File: src/ltgsu_pkg.sv
// shared types, widths and codes of the lpcm two-group sample unpacker
package ltgsu_pkg;

  // widths that cover the whole range of the top-level parameters
  localparam int CH_W       = 4;  // effective channel count, up to 15
  localparam int SIZE_W     = 6;  // block size and byte address, up to 63
  localparam int POS_W      = 6;  // byte position within the block
  localparam int IDX_W      = 4;  // sample index within a block, up to 15
  localparam int CODE_W     = 2;
  localparam int REP_W      = 3;
  localparam int CFG_IDX_W  = 3;
  localparam int CFG_DATA_W = 3;
  localparam int BYTE_W     = 8;
  localparam int SAMPLE_W   = 32;

  // sample width codes
  localparam logic [CODE_W-1:0] WCODE_16 = 2'd0;
  localparam logic [CODE_W-1:0] WCODE_20 = 2'd1;
  localparam logic [CODE_W-1:0] WCODE_24 = 2'd2;

  // configuration register indexes
  localparam logic [CFG_IDX_W-1:0] CFG_G1_CHANNELS = 3'd0;
  localparam logic [CFG_IDX_W-1:0] CFG_G2_CHANNELS = 3'd1;
  localparam logic [CFG_IDX_W-1:0] CFG_G1_WIDTH    = 3'd2;
  localparam logic [CFG_IDX_W-1:0] CFG_G2_WIDTH    = 3'd3;
  localparam logic [CFG_IDX_W-1:0] CFG_G2_REPEAT   = 3'd4;

  // largest group-one blocks per group-two block
  localparam logic [REP_W-1:0] MAX_REPEAT = 3'd4;

  // block geometry derived from the configuration
  typedef struct packed {
    logic [CH_W-1:0]   ch1;
    logic [CH_W-1:0]   ch2;
    logic [CODE_W-1:0] g1_code;
    logic [CODE_W-1:0] g2_code;
    logic [SIZE_W-1:0] g1_size;
    logic [SIZE_W-1:0] g2_size;
    logic [REP_W-1:0]  factor;
  } geom_t;

  // width code three behaves as 24 bits
  function automatic logic [CODE_W-1:0] eff_code(input logic [CODE_W-1:0] code);
    return (code > WCODE_24) ? WCODE_24 : code;
  endfunction

endpackage

File: src/ltgsu_in_if.sv
// byte input channel of the lpcm unpacker
interface ltgsu_in_if;
  logic                        valid;
  logic                        ready;
  logic [ltgsu_pkg::BYTE_W-1:0] raw_byte;

  modport source (output valid, output raw_byte, input ready);
  modport sink   (input valid, input raw_byte, output ready);
endinterface

File: src/ltgsu_out_if.sv
// sample result channel of the lpcm unpacker
interface ltgsu_out_if;
  logic                          valid;
  logic                          ready;
  logic [ltgsu_pkg::SAMPLE_W-1:0] sample_value;
  logic [2:0]                    channel_slot;
  logic                          from_group2;
  logic                          time_half;
  logic                          last_of_run;

  modport source (output valid, output sample_value, output channel_slot,
                  output from_group2, output time_half, output last_of_run,
                  input ready);
  modport sink   (input valid, input sample_value, input channel_slot,
                  input from_group2, input time_half, input last_of_run,
                  output ready);
endinterface

File: src/ltgsu_geom.sv
// effective channel counts, block sizes and repeat ratio from the config registers
module ltgsu_geom #(
  parameter int MAX_CHANNELS    = 6,
  parameter int MAX_BLOCK_BYTES = 36
) (
  input  logic [ltgsu_pkg::CFG_DATA_W-1:0] g1_channels,
  input  logic [ltgsu_pkg::CFG_DATA_W-1:0] g2_channels,
  input  logic [ltgsu_pkg::CODE_W-1:0]     g1_width,
  input  logic [ltgsu_pkg::CODE_W-1:0]     g2_width,
  input  logic [ltgsu_pkg::REP_W-1:0]      g2_repeat,
  output ltgsu_pkg::geom_t                 geom
);

  localparam int CH_W   = ltgsu_pkg::CH_W;
  localparam int SIZE_W = ltgsu_pkg::SIZE_W;

  // channels that fit in one block at each width
  localparam int FIT16 = MAX_BLOCK_BYTES / 4;
  localparam int FIT20 = MAX_BLOCK_BYTES / 5;
  localparam int FIT24 = MAX_BLOCK_BYTES / 6;
  localparam logic [CH_W-1:0] MAXCH = CH_W'(MAX_CHANNELS);

  logic [ltgsu_pkg::CODE_W-1:0] code1, code2;
  logic [CH_W-1:0]              fit1, fit2, c1, c2, room;
  logic [SIZE_W-1:0]            bpc1, bpc2;

  // fit and bytes per channel for each group
  always_comb begin
    code1 = ltgsu_pkg::eff_code(g1_width);
    code2 = ltgsu_pkg::eff_code(g2_width);
    unique case (code1)
      ltgsu_pkg::WCODE_16: fit1 = CH_W'(FIT16);
      ltgsu_pkg::WCODE_20: fit1 = CH_W'(FIT20);
      default:             fit1 = CH_W'(FIT24);
    endcase
    unique case (code2)
      ltgsu_pkg::WCODE_16: fit2 = CH_W'(FIT16);
      ltgsu_pkg::WCODE_20: fit2 = CH_W'(FIT20);
      default:             fit2 = CH_W'(FIT24);
    endcase
    bpc1 = SIZE_W'(4) + SIZE_W'(code1);
    bpc2 = SIZE_W'(4) + SIZE_W'(code2);
  end

  // channel count saturation
  always_comb begin
    c1 = CH_W'(g1_channels);
    if (c1 == '0) c1 = CH_W'(1);
    if (c1 > MAXCH) c1 = MAXCH;
    if (c1 > fit1) c1 = fit1;
    room = MAXCH - c1;
    c2 = CH_W'(g2_channels);
    if (c2 > room) c2 = room;
    if (c2 > fit2) c2 = fit2;
  end

  // geometry record
  always_comb begin
    geom.ch1     = c1;
    geom.ch2     = c2;
    geom.g1_code = code1;
    geom.g2_code = code2;
    geom.g1_size = SIZE_W'(c1) * bpc1;
    geom.g2_size = SIZE_W'(c2) * bpc2;
    if (c2 == '0 || g2_repeat == '0) begin
      geom.factor = ltgsu_pkg::REP_W'(1);
    end else if (g2_repeat > ltgsu_pkg::MAX_REPEAT) begin
      geom.factor = ltgsu_pkg::MAX_REPEAT;
    end else begin
      geom.factor = g2_repeat;
    end
  end

endmodule

File: src/ltgsu_sample_asm.sv
// shared sample assembler: word bytes plus extension into a left-justified 32-bit value
module ltgsu_sample_asm (
  input  logic [ltgsu_pkg::BYTE_W-1:0]   hi_byte,
  input  logic [ltgsu_pkg::BYTE_W-1:0]   lo_byte,
  input  logic [ltgsu_pkg::BYTE_W-1:0]   ext_byte,
  input  logic [ltgsu_pkg::CODE_W-1:0]   code,
  input  logic                           odd,
  output logic [ltgsu_pkg::SAMPLE_W-1:0] value
);

  logic [ltgsu_pkg::BYTE_W-1:0] ext;

  // 20-bit: even sample takes the high nibble, odd the low nibble, both in bits 7..4
  always_comb begin
    unique case (code)
      ltgsu_pkg::WCODE_20: ext = odd ? {ext_byte[3:0], 4'h0} : {ext_byte[7:4], 4'h0};
      ltgsu_pkg::WCODE_24: ext = ext_byte;
      default:             ext = '0;
    endcase
    value = {hi_byte, lo_byte, ext, 8'h00};
  end

endmodule

File: src/lpcm_two_group_sample_unpacker_unit.sv
// top level of the lpcm two-group sample unpacker: byte buffer, sequencer and output register
//
// in_ch takes one raw payload byte per transfer; out_ch gives one sample per transfer
// with its channel slot, group, time half and a last flag on the final sample of a block.
// cfg_we/cfg_index/cfg_data write the five configuration registers; the user must do this
// only while idle, as the block does not enforce it. A byte that does not finish a block
// goes through transfer and block check; the byte that finishes a group-two block starts a
// load pass, one that finishes a group-one block an output pass. Each sample read from the
// buffer goes through S_RD_HI, S_RD_LO, S_RD_EXT and S_FINISH; stored group-two samples
// leave from S_G2_OUT. The first result is registered in S_FINISH after S_CHECK and the
// read states, as the byte buffer has a single read port: each group-one sample needs three
// byte reads through the one shared sample assembler. in_ch.ready is low during a pass.
// When the receiver stalls, the output register holds its sample and the pass waits;
// the last sample of a pass may still wait while the next bytes are taken.
// Synchronous reset restores the default configuration, clears the position,
// repeat count and group-two store and drops out_ch.valid. There is no clearing pass.
module lpcm_two_group_sample_unpacker_unit #(
  parameter int MAX_CHANNELS    = 6,
  parameter int MAX_BLOCK_BYTES = 36
) (
  input  logic                               clk,
  input  logic                               rst_n,
  ltgsu_in_if.sink                           in_ch,
  ltgsu_out_if.source                        out_ch,
  input  logic                               cfg_we,
  input  logic [ltgsu_pkg::CFG_IDX_W-1:0]    cfg_index,
  input  logic [ltgsu_pkg::CFG_DATA_W-1:0]   cfg_data
);

  localparam int CH_W     = ltgsu_pkg::CH_W;
  localparam int SIZE_W   = ltgsu_pkg::SIZE_W;
  localparam int POS_W    = ltgsu_pkg::POS_W;
  localparam int IDX_W    = ltgsu_pkg::IDX_W;
  localparam int CODE_W   = ltgsu_pkg::CODE_W;
  localparam int REP_W    = ltgsu_pkg::REP_W;
  localparam int BYTE_W   = ltgsu_pkg::BYTE_W;
  localparam int SAMPLE_W = ltgsu_pkg::SAMPLE_W;
  localparam int MEM_AW   = $clog2(MAX_BLOCK_BYTES);
  localparam int G2_DEPTH = 2 * (MAX_CHANNELS - 1);
  localparam int G2_AW    = (G2_DEPTH > 1) ? $clog2(G2_DEPTH) : 1;
  localparam logic [POS_W-1:0] MEM_DEPTH = POS_W'(MAX_BLOCK_BYTES);

  typedef enum logic [2:0] {
    S_IDLE, S_CHECK, S_RD_HI, S_RD_LO, S_RD_EXT, S_FINISH, S_G2_OUT
  } state_t;

  typedef enum logic [1:0] {
    SEG_G1_T0, SEG_G2_T0, SEG_G1_T1, SEG_G2_T1
  } seg_t;

  // configuration registers
  logic [ltgsu_pkg::CFG_DATA_W-1:0] g1_channels_r, g2_channels_r, g2_repeat_r;
  logic [CODE_W-1:0]                g1_width_r, g2_width_r;

  // sequencer and block state
  state_t             state_r;
  seg_t               seg_r;
  logic               loading_r;
  logic [IDX_W-1:0]   idx_r;
  logic [POS_W-1:0]   pos_r;
  logic [1:0]         rep_r;
  logic               loaded_r;
  logic [BYTE_W-1:0]  hi_r, lo_r, rdata_r;
  logic [SAMPLE_W-1:0] store_r [G2_DEPTH];
  logic [BYTE_W-1:0]  mem [MAX_BLOCK_BYTES];

  // output register
  logic                out_valid_r;
  logic [SAMPLE_W-1:0] out_value_r;
  logic [2:0]          out_slot_r;
  logic                out_g2_r, out_half_r, out_last_r;

  ltgsu_pkg::geom_t    geom;
  logic                in_xfer, mem_we, slot_free, g2_pending;
  logic [CH_W-1:0]     samp_ch, seg_cnt;
  logic [CODE_W-1:0]   samp_code;
  logic [IDX_W-1:0]    samp_idx, st_idx, adv_idx;
  logic [SIZE_W-1:0]   addr_hi, addr_lo, addr_ext, rd_addr;
  logic [SAMPLE_W-1:0] asm_value, emit_raw, emit_value;
  seg_t                adv_seg;
  logic                adv_done;
  logic [REP_W-1:0]    rep_inc;
  logic [1:0]          rep_nxt;

  ltgsu_geom #(
    .MAX_CHANNELS    (MAX_CHANNELS),
    .MAX_BLOCK_BYTES (MAX_BLOCK_BYTES)
  ) u_geom (
    .g1_channels (g1_channels_r),
    .g2_channels (g2_channels_r),
    .g1_width    (g1_width_r),
    .g2_width    (g2_width_r),
    .g2_repeat   (g2_repeat_r),
    .geom        (geom)
  );

  ltgsu_sample_asm u_asm (
    .hi_byte  (hi_r),
    .lo_byte  (lo_r),
    .ext_byte (rdata_r),
    .code     (samp_code),
    .odd      (samp_idx[0]),
    .value    (asm_value)
  );

  // handshakes
  assign in_ch.ready = (state_r == S_IDLE);
  assign in_xfer     = in_ch.valid && (state_r == S_IDLE);
  assign mem_we      = in_xfer && (pos_r < MEM_DEPTH);
  assign slot_free   = !out_valid_r || out_ch.ready;

  assign out_ch.valid        = out_valid_r;
  assign out_ch.sample_value = out_value_r;
  assign out_ch.channel_slot = out_slot_r;
  assign out_ch.from_group2  = out_g2_r;
  assign out_ch.time_half    = out_half_r;
  assign out_ch.last_of_run  = out_last_r;

  // sample being worked on and its byte addresses
  always_comb begin
    samp_ch   = loading_r ? geom.ch2 : geom.ch1;
    samp_code = loading_r ? geom.g2_code : geom.g1_code;
    if (!loading_r && seg_r == SEG_G1_T1) begin
      samp_idx = IDX_W'(geom.ch1) + idx_r;
    end else begin
      samp_idx = idx_r;
    end
    addr_hi  = SIZE_W'({samp_idx, 1'b0});
    addr_lo  = addr_hi | SIZE_W'(1);
    addr_ext = SIZE_W'({samp_ch, 2'b00}) +
               ((samp_code == ltgsu_pkg::WCODE_20) ? SIZE_W'(samp_idx >> 1)
                                                   : SIZE_W'(samp_idx));
    unique case (state_r)
      S_RD_LO:            rd_addr = addr_lo;
      S_RD_EXT, S_FINISH: rd_addr = (samp_code == ltgsu_pkg::WCODE_16) ? addr_hi : addr_ext;
      default:            rd_addr = addr_hi;
    endcase
  end

  // byte buffer: one write and one registered read per cycle
  always_ff @(posedge clk) begin
    if (mem_we) begin
      mem[pos_r[MEM_AW-1:0]] <= in_ch.raw_byte;
    end
    rdata_r <= mem[rd_addr[MEM_AW-1:0]];
  end

  // output order walk: group-one t0, group-two t0, group-one t1, group-two t1
  always_comb begin
    seg_cnt  = (seg_r == SEG_G1_T0 || seg_r == SEG_G1_T1) ? geom.ch1 : geom.ch2;
    adv_seg  = seg_r;
    adv_idx  = idx_r + IDX_W'(1);
    adv_done = 1'b0;
    if (idx_r == IDX_W'(seg_cnt) - IDX_W'(1)) begin
      adv_idx = '0;
      unique case (seg_r)
        SEG_G1_T0: adv_seg = (geom.ch2 != '0) ? SEG_G2_T0 : SEG_G1_T1;
        SEG_G2_T0: adv_seg = SEG_G1_T1;
        SEG_G1_T1: begin
          if (geom.ch2 != '0) adv_seg = SEG_G2_T1;
          else adv_done = 1'b1;
        end
        default:   adv_done = 1'b1;
      endcase
    end
  end

  // result value, 16-bit mode keeps the top half in the low bits
  always_comb begin
    st_idx     = (seg_r == SEG_G2_T1) ? IDX_W'(geom.ch2) + idx_r : idx_r;
    emit_raw   = (state_r == S_G2_OUT) ? store_r[st_idx[G2_AW-1:0]] : asm_value;
    emit_value = (geom.g1_code == ltgsu_pkg::WCODE_16) ?
                 {16'h0000, emit_raw[SAMPLE_W-1:16]} : emit_raw;
  end

  // block bookkeeping
  always_comb begin
    g2_pending = (rep_r == '0) && !loaded_r && (geom.g2_size != '0);
    rep_inc    = REP_W'(rep_r) + REP_W'(1);
    rep_nxt    = (rep_inc >= geom.factor) ? 2'd0 : rep_inc[1:0];
  end

  // sequencer, block state and output register
  always_ff @(posedge clk) begin
    if (!rst_n) begin
      state_r       <= S_IDLE;
      seg_r         <= SEG_G1_T0;
      loading_r     <= 1'b0;
      idx_r         <= '0;
      pos_r         <= '0;
      rep_r         <= '0;
      loaded_r      <= 1'b0;
      out_valid_r   <= 1'b0;
      g1_channels_r <= 3'd2;
      g2_channels_r <= 3'd0;
      g1_width_r    <= ltgsu_pkg::WCODE_16;
      g2_width_r    <= ltgsu_pkg::WCODE_16;
      g2_repeat_r   <= 3'd1;
      for (int i = 0; i < G2_DEPTH; i++) begin
        store_r[i] <= '0;
      end
    end else begin
      // configuration writes
      if (cfg_we) begin
        unique case (cfg_index)
          ltgsu_pkg::CFG_G1_CHANNELS: g1_channels_r <= cfg_data;
          ltgsu_pkg::CFG_G2_CHANNELS: g2_channels_r <= cfg_data;
          ltgsu_pkg::CFG_G1_WIDTH:    g1_width_r    <= cfg_data[CODE_W-1:0];
          ltgsu_pkg::CFG_G2_WIDTH:    g2_width_r    <= cfg_data[CODE_W-1:0];
          ltgsu_pkg::CFG_G2_REPEAT:   g2_repeat_r   <= cfg_data;
          default: ;
        endcase
      end

      // output transfer frees the register unless a new sample takes it
      if (out_valid_r && out_ch.ready &&
          !(state_r == S_G2_OUT || (state_r == S_FINISH && !loading_r))) begin
        out_valid_r <= 1'b0;
      end

      unique case (state_r)
        S_IDLE: begin
          if (in_xfer) begin
            if (pos_r != '1) pos_r <= pos_r + POS_W'(1);
            state_r <= S_CHECK;
          end
        end
        S_CHECK: begin
          if (g2_pending) begin
            if (SIZE_W'(pos_r) >= geom.g2_size) begin
              loading_r <= 1'b1;
              idx_r     <= '0;
              state_r   <= S_RD_HI;
            end else begin
              state_r <= S_IDLE;
            end
          end else if (SIZE_W'(pos_r) >= geom.g1_size) begin
            loading_r <= 1'b0;
            seg_r     <= SEG_G1_T0;
            idx_r     <= '0;
            state_r   <= S_RD_HI;
          end else begin
            state_r <= S_IDLE;
          end
        end
        S_RD_HI: state_r <= S_RD_LO;
        S_RD_LO: begin
          hi_r    <= rdata_r;
          state_r <= S_RD_EXT;
        end
        S_RD_EXT: begin
          lo_r    <= rdata_r;
          state_r <= S_FINISH;
        end
        S_FINISH: begin
          if (loading_r) begin
            // group-two load pass
            store_r[idx_r[G2_AW-1:0]] <= asm_value;
            if (idx_r == IDX_W'({geom.ch2, 1'b0}) - IDX_W'(1)) begin
              loaded_r <= 1'b1;
              pos_r    <= '0;
              state_r  <= S_IDLE;
            end else begin
              idx_r   <= idx_r + IDX_W'(1);
              state_r <= S_RD_HI;
            end
          end else if (slot_free) begin
            out_valid_r <= 1'b1;
            out_value_r <= emit_value;
            out_slot_r  <= idx_r[2:0];
            out_g2_r    <= 1'b0;
            out_half_r  <= (seg_r == SEG_G1_T1);
            out_last_r  <= adv_done;
            seg_r       <= adv_seg;
            idx_r       <= adv_idx;
            if (adv_done) begin
              rep_r    <= rep_nxt;
              loaded_r <= 1'b0;
              pos_r    <= '0;
              state_r  <= S_IDLE;
            end else begin
              state_r <= (adv_seg == SEG_G1_T0 || adv_seg == SEG_G1_T1) ? S_RD_HI
                                                                        : S_G2_OUT;
            end
          end
        end
        S_G2_OUT: begin
          if (slot_free) begin
            out_valid_r <= 1'b1;
            out_value_r <= emit_value;
            out_slot_r  <= idx_r[2:0];
            out_g2_r    <= 1'b1;
            out_half_r  <= (seg_r == SEG_G2_T1);
            out_last_r  <= adv_done;
            seg_r       <= adv_seg;
            idx_r       <= adv_idx;
            if (adv_done) begin
              rep_r    <= rep_nxt;
              loaded_r <= 1'b0;
              pos_r    <= '0;
              state_r  <= S_IDLE;
            end else begin
              state_r <= (adv_seg == SEG_G1_T1) ? S_RD_HI : S_G2_OUT;
            end
          end
        end
        default: state_r <= S_IDLE;
      endcase
    end
  end

endmodule

File: src/flat_wrapper.sv
// flat-port wrapper written by rule: the top's interface ports become plain ports
module lpcm_two_group_sample_unpacker_unit_flat 
#(
  parameter int MAX_CHANNELS    = 6,
  parameter int MAX_BLOCK_BYTES = 36
)
  (clk, rst_n, cfg_we, cfg_index, cfg_data, in_ch_valid, in_ch_raw_byte, in_ch_ready, out_ch_valid, out_ch_sample_value, out_ch_channel_slot, out_ch_from_group2, out_ch_time_half, out_ch_last_of_run, out_ch_ready);
  ltgsu_in_if in_ch_i ();
  ltgsu_out_if out_ch_i ();
  input  logic clk;
  input  logic rst_n;
  input  logic cfg_we;
  input  logic [ltgsu_pkg::CFG_IDX_W-1:0] cfg_index;
  input  logic [ltgsu_pkg::CFG_DATA_W-1:0] cfg_data;
  input wire logic [$bits(in_ch_i.valid)-1:0] in_ch_valid;
  input wire logic [$bits(in_ch_i.raw_byte)-1:0] in_ch_raw_byte;
  output wire logic [$bits(in_ch_i.ready)-1:0] in_ch_ready;
  output wire logic [$bits(out_ch_i.valid)-1:0] out_ch_valid;
  output wire logic [$bits(out_ch_i.sample_value)-1:0] out_ch_sample_value;
  output wire logic [$bits(out_ch_i.channel_slot)-1:0] out_ch_channel_slot;
  output wire logic [$bits(out_ch_i.from_group2)-1:0] out_ch_from_group2;
  output wire logic [$bits(out_ch_i.time_half)-1:0] out_ch_time_half;
  output wire logic [$bits(out_ch_i.last_of_run)-1:0] out_ch_last_of_run;
  input wire logic [$bits(out_ch_i.ready)-1:0] out_ch_ready;
  assign in_ch_i.valid = in_ch_valid;
  assign in_ch_i.raw_byte = in_ch_raw_byte;
  assign in_ch_ready = in_ch_i.ready;
  assign out_ch_valid = out_ch_i.valid;
  assign out_ch_sample_value = out_ch_i.sample_value;
  assign out_ch_channel_slot = out_ch_i.channel_slot;
  assign out_ch_from_group2 = out_ch_i.from_group2;
  assign out_ch_time_half = out_ch_i.time_half;
  assign out_ch_last_of_run = out_ch_i.last_of_run;
  assign out_ch_i.ready = out_ch_ready;
  lpcm_two_group_sample_unpacker_unit #(.MAX_CHANNELS(MAX_CHANNELS), .MAX_BLOCK_BYTES(MAX_BLOCK_BYTES)) u_core (.clk(clk), .rst_n(rst_n), .in_ch(in_ch_i), .out_ch(out_ch_i), .cfg_we(cfg_we), .cfg_index(cfg_index), .cfg_data(cfg_data));
endmodule
File: config.mk
export PLATFORM = sky130hd
export DESIGN_NAME = lpcm_two_group_sample_unpacker_unit_flat
export DESIGN_NICKNAME = d
export VERILOG_FILES = /design/src/ltgsu_pkg.sv /design/src/ltgsu_in_if.sv /design/src/ltgsu_out_if.sv /design/src/ltgsu_geom.sv /design/src/ltgsu_sample_asm.sv /design/src/lpcm_two_group_sample_unpacker_unit.sv /design/src/flat_wrapper.sv
export SDC_FILE = /design/constraint.sdc
export NUM_CORES = 1
export LEC_CHECK = 0
export BUFFER_PORTS_ARGS = -buffer_cell sky130_fd_sc_hd__clkbuf_2
export CORE_MARGIN = 8
export CORE_UTILIZATION = 50
export DETAILED_ROUTE_END_ITERATION = 7
export HOLD_SLACK_MARGIN = 0.05
export PLACE_DENSITY = 0.72
export SYNTH_ARGS = -nofsm -noshare
export SYNTH_HDL_FRONTEND = slang
export SYNTH_SLANG_ARGS = --single-unit
File: constraint.sdc
create_clock -name clk -period 23.7 [get_ports clk]
set_input_delay 2.37 -clock clk [delete_from_list [all_inputs] [get_ports clk]]
set_output_delay 2.37 -clock clk [all_outputs]
set_load 0.02 [all_outputs]
=== Yosys cells after proc, flatten, opt, wreduce, memory -nomap -nowiden ===
Memories as Yosys holds them, arrays and structs flattened. A register that Yosys moved wholly into a read port is not among the register bits.
Cells that the tools add are included.

* Flip-flop bits (word level): 87
* Bits in writable memories: 528
* Input bits: 19
* Output and inout port bits: 40
* Word-level logic and storage cells: 240
* Memories kept: 2

* Add/sub/neg operators: 11
* Multiply operators: 2
* $lt $le $gt $ge: 11
* Equality and inequality tests: 34
* Multiplexer cells: 107
* Reduce and logical (&&, ||, !) cells: 53

{| class="wikitable"
|+ Memories
! memory !! depth !! bits a word !! read ports !! clocked after Yosys merged registers in !! wr ports !! RTL line !! source
|-
| u_core.mem || 36 || 8 || 1 || 1 || 1 || lpcm_two_group_sample_unpacker_unit.sv:65 || <nowiki>logic [BYTE_W-1:0] mem [MAX_BLOCK_BYTES];</nowiki>
|-
| u_core.store_r || 10 || 24 || 1 || 0 || 10 || lpcm_two_group_sample_unpacker_unit.sv:64 || <nowiki>logic [SAMPLE_W-1:0] store_r [G2_DEPTH];</nowiki>
|}

{| class="wikitable"
|+ Operator list
! cell !! count
|-
| $mux W32 || 4
|-
| $mux W4 || 17
|-
| $pmux W32 S2 || 1
|-
| $mux W3 || 14
|-
| $mux W6 || 7
|-
| $mux W2 || 17
|-
| $mux W1 || 28
|-
| $mux W24 || 1
|-
| $reduce_or A24 Y1 || 1
|-
| $pmux W3 S7 || 1
|-
| $pmux W6 S3 || 1
|-
| $reduce_and A2 Y1 || 9
|-
| $pmux W4 S2 || 2
|-
| $pmux W8 S2 || 1
|-
| $eq A3 B2 Y1 const B || 4
|-
| $eq A3 B3 Y1 const B || 4
|-
| $ge A6 B6 Y1 || 2
|-
| $logic_not A2 Y1 || 6
|-
| $logic_not A3 Y1 || 4
|-
| $mul A4 B4 Y6 || 2
|-
| $pmux W1 S2 || 6
|-
| $pmux W2 S3 || 2
|-
| $pmux W4 S3 || 1
|-
| $pmux W6 S2 || 1
|-
| 39 further kinds || 82
|}

=== Depth between registers and ports, before layout ===
Gate-level depths: netlist of run 1.

* Depth after elaboration: 22
* Gate-level depth with buffers: 43
* Mapped depth without buffers: 38

=== Cells and area by module ===
A second synthesis of run 1 with hierarchy kept.

* Cells, all modules: 3131
* Area total of the unflattened synthesis: 40274.9 um^2

{| class="wikitable"
|+ By module, submodules not included
! module !! instances !! cells an instance !! area each (um^2) !! seq. area each (um^2)
|-
| lpcm_two_group_sample_unpacker_unit || 1 || 2942 || 38821.0 || 26465.4
|-
| ltgsu_geom || 1 || 143 || 1121.1 || 0.0
|-
| ltgsu_sample_asm || 1 || 46 || 332.8 || 0.0
|}

=== Worst setup path after synthesis of run 1 ===
Ideal clock, no wire load.

* Path type: reg-to-reg
* From: reg u_core.g1_width_r[1]
* To: reg u_core.idx_r[3]
* Library setup time: 0.133 ns
* Arrival time: 8.597 ns
* Data required time: 23.567 ns
* Setup slack: 14.970 ns
* Cell stages (with the launch flop): 44
* Buffers on the path: 5
* Period minus slack after synthesis: 8.730 ns
* Path through: dfxtp_1 > buf_4 > or2_1 > buf_6 > inv_2 > buf_6 > clkbuf_1 > ha_1 > and3_1 > a211o_4 > mux2_4 > inv_2 > ha_1 > o21ai_0 > a211oi_1 > a211oi_2 > ha_1 > nand3b_1 > [... 8 more ...] > o211ai_1 > a21boi_0 > inv_1 > ha_1 > fa_1 > ha_1 > a21o_1 > a21oi_1 > xnor2_1 > xnor2_1 > ha_1 > nand2_1 > o21ai_0 > nand2_1 > mux2i_1 > o211ai_1 > a22oi_1 > a21oi_1

* Word-level cells in the longest chain between the ends: 18
* Elaborated cells on any way between the ends: 33
* Classes of those cells: add/sub: 4; mul: 2; order compare: 6; eq/ne: 6; mux: 11; reduce/logical: 4

{| class="wikitable"
|+ Ends and longest elaborated chain
! element !! RTL line !! source
|-
| start: declaration || lpcm_two_group_sample_unpacker_unit.sv:53 || <nowiki>logic [CODE_W-1:0] g1_width_r, g2_width_r;</nowiki>
|-
| start signal: assignment || lpcm_two_group_sample_unpacker_unit.sv:196 || <nowiki>g1_width_r <= ltgsu_pkg::WCODE_16;</nowiki>
|-
| start signal: assignment || lpcm_two_group_sample_unpacker_unit.sv:208 || <nowiki>ltgsu_pkg::CFG_G1_WIDTH: g1_width_r <= cfg_data[CODE_W-1:0];</nowiki>
|-
| $gt A2 B2 Y1 || ltgsu_pkg.sv:44 || <nowiki>return (code > WCODE_24) ? WCODE_24 : code;</nowiki>
|-
| $mux W2 * || ltgsu_pkg.sv:44 ||
|-
| branches (longest 16 deep; another with $mul A4 B4 Y6) || -- ||
|-
| end signal: assignment || lpcm_two_group_sample_unpacker_unit.sv:264 || <nowiki>idx_r <= idx_r + IDX_W'(1);</nowiki>
|-
| end signal: assignment || lpcm_two_group_sample_unpacker_unit.sv:275 || <nowiki>idx_r <= adv_idx;</nowiki>
|-
| end signal: assignment || lpcm_two_group_sample_unpacker_unit.sv:296 || <nowiki>idx_r <= adv_idx;</nowiki>
|-
| end: declaration || lpcm_two_group_sample_unpacker_unit.sv:59 || <nowiki>logic [IDX_W-1:0] idx_r;</nowiki>
|}

Every way passes the cells marked *.
A chain may end at the register's enable or synchronous reset.

=== Final worst setup path of run 1 ===
* From: reg u_core.g1_width_r[1]
* To: reg u_core.out_value_r[10] (netlist: u_core.out_ch.sample_value[10]), data pin

* Word-level cells in the longest chain between the ends: 19
* Elaborated cells on any way between the ends: 24
* Classes of those cells: add/sub: 2; order compare: 4; eq/ne: 3; mux: 13; reduce/logical: 1; memory: 1

{| class="wikitable"
|+ Ends and longest elaborated chain
! element !! RTL line !! source
|-
| $gt A2 B2 Y1 || ltgsu_pkg.sv:44 ||
|-
| $mux W2 * || ltgsu_pkg.sv:44 ||
|-
| $eq A2 B1 Y1 or $logic_not A2 Y1 (tied branches) || ltgsu_geom.sv:31, lpcm_two_group_sample_unpacker_unit.sv:172 ||
|-
| $pmux W4 S2 || ltgsu_geom.sv:31 || <nowiki>unique case (code1)</nowiki>
|-
| $gt A4 B4 Y1 || ltgsu_geom.sv:50 || <nowiki>if (c1 > fit1) c1 = fit1;</nowiki>
|-
| $mux W4 || ltgsu_geom.sv:50 ||
|-
| $sub A3 B4 Y4 || ltgsu_geom.sv:51 || <nowiki>room = MAXCH - c1;</nowiki>
|-
| $gt A3 B4 Y1 || ltgsu_geom.sv:53 || <nowiki>if (c2 > room) c2 = room;</nowiki>
|-
| [... 4 more ...] || -- ||
|-
| $mux W4 || lpcm_two_group_sample_unpacker_unit.sv:170 || <nowiki>st_idx = (seg_r == SEG_G2_T1) ? IDX_W'(geom.ch2) + idx_r : idx_r;</nowiki>
|-
| $mem_v2 Z10 W24 || -- ||
|-
| $mux W32 || lpcm_two_group_sample_unpacker_unit.sv:171 || <nowiki>emit_raw = (state_r == S_G2_OUT) ? store_r[st_idx[G2_AW-1:0]] : asm_value;</nowiki>
|-
| $mux W32 * || lpcm_two_group_sample_unpacker_unit.sv:172 || <nowiki>emit_value = (geom.g1_code == ltgsu_pkg::WCODE_16) ?</nowiki>
|-
| net u_core.emit_value[10] || lpcm_two_group_sample_unpacker_unit.sv:79 || <nowiki>logic [SAMPLE_W-1:0] asm_value, emit_raw, emit_value;</nowiki>
|-
| $mux W32 * || lpcm_two_group_sample_unpacker_unit.sv:267, lpcm_two_group_sample_unpacker_unit.sv:288 ||
|-
| $mux W32 || lpcm_two_group_sample_unpacker_unit.sv:256 || <nowiki>if (loading_r) begin</nowiki>
|-
| $pmux W32 S2 * || lpcm_two_group_sample_unpacker_unit.sv:221 || <nowiki>unique case (state_r)</nowiki>
|-
| end signal: assignment || lpcm_two_group_sample_unpacker_unit.sv:269 || <nowiki>out_value_r <= emit_value;</nowiki>
|-
| end signal: assignment || lpcm_two_group_sample_unpacker_unit.sv:290 || <nowiki>out_value_r <= emit_value;</nowiki>
|-
| end: declaration || lpcm_two_group_sample_unpacker_unit.sv:69 || <nowiki>logic [SAMPLE_W-1:0] out_value_r;</nowiki>
|}

Mark *: on every way through the listed nets, which the timed path passes. The rest lies on a longest branch. The select of a mux whose other input is x is not followed.

==> results.md, run 1 <==
* Min-delay worst type: reg -> reg
* Fmax at 0.0893 GHz
* # Post-CTS Setup Buffers at 0
* XOR/XNOR Fraction of Synth Area at less than 1%
* Max IR drop VDD at roughly 0.067 mV
* Post-synth top area share at between 60 and 70%
* Largest family of logic cells by synthesized area: multiplexers
* Router iterations before antenna repair at 7
* Cells after synthesis at 2180
* Largest fanout on the critical path at 51
* Worst hold slack at about 0.48 ns
* Sw frac at a little over a fifth
* Pre-CTS setup slack at 12.72 ns
* Critical path launch point: u_core.g1_width_r[1]
* Commonest non-fill, non-tap cells in the layout: edfxtp_1, nor2_1, mux4_2
* Avg Vias per Cell at about 6.1
* Synth top area cells: edfxtp_1, mux4_2, nor2_1, dfxtp_1, ha_1
* Int Pwr at 2.21 mW
* Proportion of power drawn by the clock network at 41.6%
* Relative max-transition margin at 33.8%
* Critical path class: reg -> reg
* Synth cell types at 78
* H-tree level count at 3
* Synth Register Bits at 767
* Crit path capture type: register
* Gr usage total at 21.5%
* CTS Sinks at roughly 770
* FF+latch area at between 20000 and 25000 sq um
* Final GP Congestion at 0.913
* Share of cells above drive strength 1 at between 15 and 20%
* Hold Vio Cnt, Final at 0
* Routed Antenna Nets at 0
* Element type at the critical path start: register
* Worst r2r dst: u_core.out_ch.sample_value[10]
* Power share of the combinational group at 4.8%
* Clock Latency Late Sink at 0.63 ns
* CTS buffer count at 77
* PostCTS Resize Cnt at 0
* DP HPWL at 49600 um
* RSZ-0062 raised after global routing: no
* Hold buffer count at CTS at 0
* Port Buffers at a little under 60
* Pins Over Slew Limit at 0
* Setup ws final at between 10 and 15 ns
* Leakage power at ~13 nW
* WL/cell at 25.8 um
* DRC viols at 0
* Period utilisation layout at 47.2%
* Sequential cell area fraction in the yosys report at 67.6%
* Seq pwr share at approximately 54%
* Post-Synth Adder-Cell Area at 2.88%
* CTS tree: done
* Final #Nets at roughly 2300
* Synth warn at 0
* P&R area growth vs syn at 11.1%
* Setup violations, final at 0
* First-pass GRT wire length at 122000 um
* Slowest cell on crit path: or2_1
* Area occupied by multi-input gates at 10200 sq um
* Top FF cell, synth: edfxtp_1
* FF-to-FF Start: u_core.g1_width_r[1]
* CP most frequent cell: ha_1
* R2r setup slk at 12.50 ns
* Skew final at 0.0258 ns
* Power Dens Cells at 75.9 nW/um^2
* Synth Area in Compound Gates at 5.25%
* Die area at 75400 sq um
* Most common cell after layout, fill and taps aside: edfxtp_1
* Psw at 614 uW
* Clk buf depth at 3
* N_diodes at 0
* Number of synthesized flops with an enable pin at 726
* Critical Path Max Stage Delay at 0.80 ns
* Final min period at 11.20 ns
* Total Neg Setup Slack at 0 ns
* Routed via count at about 19000
* Critical Path AT at 11.53 ns
* Grt ovf at 0
* Synth area leader: edfxtp_1
* DRT iter0 DRCs at 2075
* Max-Cap Viols at 0
* CP endpoint: u_core.out_ch.sample_value[10]
* Simple-gate area share of the yosys netlist at 8.27%
* Req. time, crit path at 24.04 ns
* Boundary Pins at 59
* Hold Startpoint: u_core.loaded_r
* Avg Inst Size Synth at 15.3 sq um
* Filler cells at 5020
* Std-Cell Rows at 95
* Ys async rst share at 0%
* Post-Syn Area at 33400 sq um
* Mux cell area share after synthesis at 13.1%
* Vias in the first global route at 19900
* FF-to-FF path depth at 32
* Largest net degree at the start of global routing at 97
* Core Region at 66700 sq um
* Clock Tree Root: clkbuf_16
* WL final at approximately 82000 um
* Run status: completed
* Initial antenna violation count at 0
* Initial Utilization at between 50% and 60%
* Die Y at between 200 and 300 um
* Worst-Margin Slew at 0.989 ns
* Die extent in x at 275 um
* Clock-pin transition on the worst setup and hold timing paths at 0.06 ns
[cells by family (layout without fill, tap and decap cells)]
| group | after synthesis | after routing |
|---|---|---|
| adder cells (fa/ha/maj) | 73 | 73 |
| AO/OA/AOI/OAI | 256 | 256 |
| buffers and inverters | 193 | 301 |
| other | 2 | 5 |
| multiplexers | 239 | 239 |
| AND/OR/NAND/NOR | 631 | 631 |
| XOR/XNOR | 19 | 19 |
| flip-flops | 767 | 767 |
[synthesized netlist by cell type (12+ instances only)]
library cell and number:
clkbuf_1 87, a21o_1 16, o21ai_0 22, inv_1 61, ha_1 65, edfxtp_1 726
nand3_1 26, xnor2_1 12, nor2b_1 45, nor3_1 17, buf_1 15, a32o_1 15
nor2_1 344, mux2i_1 75, a21oi_1 91, buf_2 23, nand2_1 125, a211oi_1 38
dfxtp_1 41, mux4_2 158, nand2b_1 19
[power groups by stage]
stage               combinational [mW]  sequential (mW)  clock [mW]
floorplan                       0.0904             1.53           0
global placement                 0.129             1.54           0
detailed placement               0.132             1.54           0
CTS                              0.133             1.51        1.18
global route                     0.146             1.51        1.24
finish                           0.134             1.51        1.17
[routing by layer]
layer / track usage, % / part of all wire [%] / vias to the layer above
met5: 0 / 0 / -
met4: 9.90 / 4.7 / 0
met3: 4.29 / 8.3 / 202
met2: 35.9 / 49 / 969
met1: 27.2 / 38 / 9759
li1: - / - / 8404
[per-stage QoR]
step	cells	util [%]	power [mW]	area (sq um)
5_1_grt	3164	55.7	2.90	37200
4_1_cts	3164	55.7	2.83	37200
6_report	3164	55.7	2.82	37200
2_1_floorplan	2183	-	1.62	33500
3_3_place_gp	3021	52.1	1.67	34700
3_5_place_dp	3021	52.1	1.67	34700
[critical path, delay by kind of cell (launching register included)]
family	cells	cell delay [ns]
muxes	6	1.66
DFF	1	0.50
buffers and inverters	5	2.10
AOI/OAI and AO/OA	10	3.05
adders and majority gates	6	2.09
and+or+nand+nor	5	1.39
[worst min-delay path by stage]
stage	slack (ns)	cells after the start	endpoint
3_5_place_dp	0.47	2	u_core.g2_repeat_r[0]
6_report	0.48	2	u_core.loaded_r
5_1_grt	0.51	2	u_core.loaded_r
4_1_cts	0.49	2	u_core.loaded_r
3_3_place_gp	0.46	2	u_core.g2_repeat_r[0]
2_1_floorplan	0.43	0	u_core.hi_r[7]
[registers in the layout, indices dropped and copies added, names as in the netlist, 2 cells and up]
name / count
u_core.store_r: 384
u_core.hi_r: 8
u_core.g1_width_r: 2
u_core.mem: 288
u_core.idx_r: 4
u_core.g2_channels_r: 3
u_core.lo_r: 8
u_core.rdata_r: 8
u_core.state_r: 3
u_core.g2_repeat_r: 3
u_core.rep_r: 2
u_core.seg_r: 2
u_core.out_ch.channel_slot: 3
u_core.g2_width_r: 2
u_core.g1_channels_r: 3
u_core.out_ch.sample_value: 32
u_core.pos_r: 6
[final cells by class]
class | count | area share, %
clock buffer | 98 | 5.51
clock inverter | 45 | 1.02
inverter | 64 | 0.646
multi-input combinational | 1223 | 27.5
sequential | 767 | 60.9
tap | 873 | 2.94
timing repair buffer | 94 | 1.54
(Power assumes the default switching activity.)
==> run 2: changes to the inputs <==
- PLACE_DENSITY: 0.72 -> 0.74
- clock period: 23.7 -> 10 ns (I/O delays scaled with it)
==> results.md, run 2 (synthesis results as in run 1) <==
* P&R area growth vs syn at 11.9% (was 11.1%)
* Power share of the combinational group at 4.6% (was 4.8%)
* Die area at 75400 sq um (unchanged)
* Commonest non-fill, non-tap cells in the layout: edfxtp_1, nor2_1, mux4_2 (unchanged)
* Hold Vio Cnt, Final at 0 (unchanged)
* Setup violations, final at 0 (unchanged)
* Fmax at 0.107 GHz (was 0.0893 GHz)
* Crit path capture type: register (unchanged)
* CTS tree: done (unchanged)
* Clock-pin transition on the worst setup and hold timing paths at 0.06 ns (about the same)
* Share of cells above drive strength 1 at 18.6% (was 18.0%)
* Leakage power at 13.1 nW (was 13.0 nW)
* Gr usage total at 21.2% (was 21.5%)
* WL/cell at 25.0 um (was 25.8 um)
* Power Dens Cells at 180 nW/um^2 (was 75.9 nW/um^2)
* Period utilisation layout at 93.2% (was 47.2%)
* Crit. path cell count at 38 (was 32)
* Total Neg Setup Slack at 0 ns (unchanged)
* Most used routing layer: met2 (unchanged)
* Largest Register: u_core.store_r (unchanged)
* Largest fanout on the critical path at 10 (was 51)
* Initial Utilization at 50.1% (unchanged)
* Clock Tree Root: clkbuf_16 (unchanged)
* Critical Path Max Stage Delay at 0.57 ns (was 0.80 ns)
* Element type at the critical path start: register (unchanged)
* FF-to-FF path depth at 38 (was 32)
* Met3 Use GR at 3.28% (was 4.29%)
* R2r setup slk at 0.68 ns (was 12.50 ns)
* Clk buf depth at 3 (unchanged)
* Grt ovf at 0 (unchanged)
* Pins Over Slew Limit at 0 (unchanged)
* CTS Sinks at 767 (unchanged)
* FF+latch area at 22600 sq um (unchanged)
* First-pass GRT wire length at 122000 um (about the same)
* DP Cell Count at 3045 (was 3021)
* CTS buffer count at 77 (unchanged)
* Die extent in x at 275 um (unchanged)
* Seq pwr share at 53.2% (was 53.6%)
* RSZ-0062 raised after global routing: no (unchanged)
* # Post-CTS Setup Buffers at 0 (unchanged)
* Crit path max-delay family: compound AO/OA/AOI/OAI gates (unchanged)
* Met1 Usage GRT at 27.7% (was 27.2%)
* Routed via count at 19600 (was 19300)
* Max reg flops at 384 (unchanged)
* Buffer and inverter count on the worst path at 4 (was 5)
* Min-delay worst type: reg -> reg (unchanged)
* Final #Nets at 2342 (was 2318)
* Worst hold slack at 0.476 ns (was 0.482 ns)
* CP most frequent cell: ha_1 (unchanged)
* Avg Vias per Cell at 6.15 (was 6.11)
* Vias in the first global route at 20200 (was 19900)
* FF-to-FF Start: u_core.g1_width_r[1] (unchanged)
* Req. time, crit path at 10.49 ns (was 24.04 ns)
* CP endpoint: u_core.idx_r[3] (was u_core.out_ch.sample_value[10])
* Sw frac at 21.8% (about the same)
* Critical path class: reg -> reg (unchanged)
* Final Util at 56.1% (was 55.7%)
* Initial antenna violation count at 0 (unchanged)
* Final min period at 9.32 ns (was 11.20 ns)
* Routed Antenna Nets at 0 (unchanged)
* Skew final at 0.0346 ns (was 0.0258 ns)
* Critical path launch point: u_core.g1_width_r[1] (unchanged)
* Area occupied by multi-input gates at 10200 sq um (about the same)
* H-tree level count at 3 (unchanged)
* WL final at 79600 um (was 81600 um)
* Router iterations before antenna repair at 6 (was 7)
* Critical Path AT at 9.81 ns (was 11.53 ns)
* Relative max-transition margin at 18.9% (was 33.8%)
* DRT iter0 DRCs at 2139 (was 2075)
* Clock Latency Late Sink at 0.63 ns (about the same)
* Worst-Margin Slew at 1.21 ns (was 0.989 ns)
* Proportion of power drawn by the clock network at 42.2% (was 41.6%)
* DRC viols at 0 (unchanged)
* Max IR drop VDD at 0.155 mV (was 0.0666 mV)
* Largest net degree at the start of global routing at 60 (was 97)
* Most common cell after layout, fill and taps aside: edfxtp_1 (unchanged)
* Psw at 1.47 mW (was 614 uW)
* Slowest cell on crit path: fa_1 (was or2_1)
* Final Power at 6.75 mW (was 2.82 mW)
* Filler cells at 5005 (was 5020)
* DP HPWL at 49400 um (was 49600 um)
* Worst r2r dst: u_core.idx_r[3] (was u_core.out_ch.sample_value[10])
* Boundary Pins at 59 (unchanged)
* GRT met2 Usage at 36.3% (was 35.9%)
* Run status: completed (unchanged)
* Die Y at 275 um (unchanged)
* Std-Cell Rows at 95 (unchanged)
* Core Region at 66700 sq um (unchanged)
* Final GP Congestion at 0.873 (was 0.913)
* Int Pwr at 5.28 mW (was 2.21 mW)
* Final Non-Filler Cells at 3185 (was 3164)
* Port Buffers at 58 (unchanged)
* Max-Cap Viols at 0 (unchanged)
## run 2: cell types whose count changed in the layout (fill, tap and decap cells not counted), sizes merged
cell    change
buf        +24
bufinv      +2
clkinv     -10
diode       +1
inv         +4
## run 2: worst min-delay path, stage by stage, from the launching register on
cell	delay [ns]
dfxtp_1	0.31
nand2b_1	0.06
a21oi_1	0.06
## run 2: worst min path at each step
stage                                startpoint                    end  slack, ns  depth (start not counted)
after floorplan               u_core.rdata_r[7]         u_core.hi_r[7]       0.43                          0
after global placement    u_core.g2_repeat_r[0]  u_core.g2_repeat_r[0]       0.46                          2
after detailed placement        u_core.loaded_r        u_core.loaded_r       0.47                          2
after CTS                       u_core.loaded_r        u_core.loaded_r       0.48                          2
after global routing            u_core.loaded_r        u_core.loaded_r       0.52                          2
final                           u_core.loaded_r        u_core.loaded_r       0.48                          2
## run 2: through the flow
step | worst slack (ns) | instance area [sq um]
after floorplan | 1.27 | 33500
after global placement | 0.789 | 34900
after detailed placement | 0.592 | 34900
after CTS | 0.581 | 37400
after global routing | 0.131 | 37400
final | 0.681 | 37400
## run 2: final cells by class
type / instances / area share [%]
flip-flops and latches: 767 / 60.4
multi-input cells: 1223 / 27.2
inverters: 64 / 0.642
clock buffers: 98 / 5.41
repair buffers: 118 / 2.11
well taps: 873 / 2.92
diodes: 1 / 0.00669
clock inverters: 41 / 1.26
## run 2: power by group through the flow
stage / combinational, mW / clock [mW] / sequential (mW)
after floorplan: 0.214 / 0 / 3.63
after global placement: 0.301 / 0 / 3.65
after detailed placement: 0.310 / 0 / 3.66
after CTS: 0.312 / 2.89 / 3.59
after global routing: 0.341 / 3.01 / 3.59
final: 0.312 / 2.85 / 3.59
## run 2: metal layers
| layer | part of all wire, % | wire length (um) |
|---|---|---|
| met2 | 50 | 40000 |
| met1 | 39 | 30800 |
| met3 | 8.0 | 6350 |
| met4 | 3.1 | 2430 |
| met5 | 0 | 0 |
## run 2: repair_timing
item | in CTS | in global routing
setup endpoints to repair | 0 | 5
hold buffers | 0 | 0
resized for setup | 0 | 1
hold endpoints to repair | 0 | 0
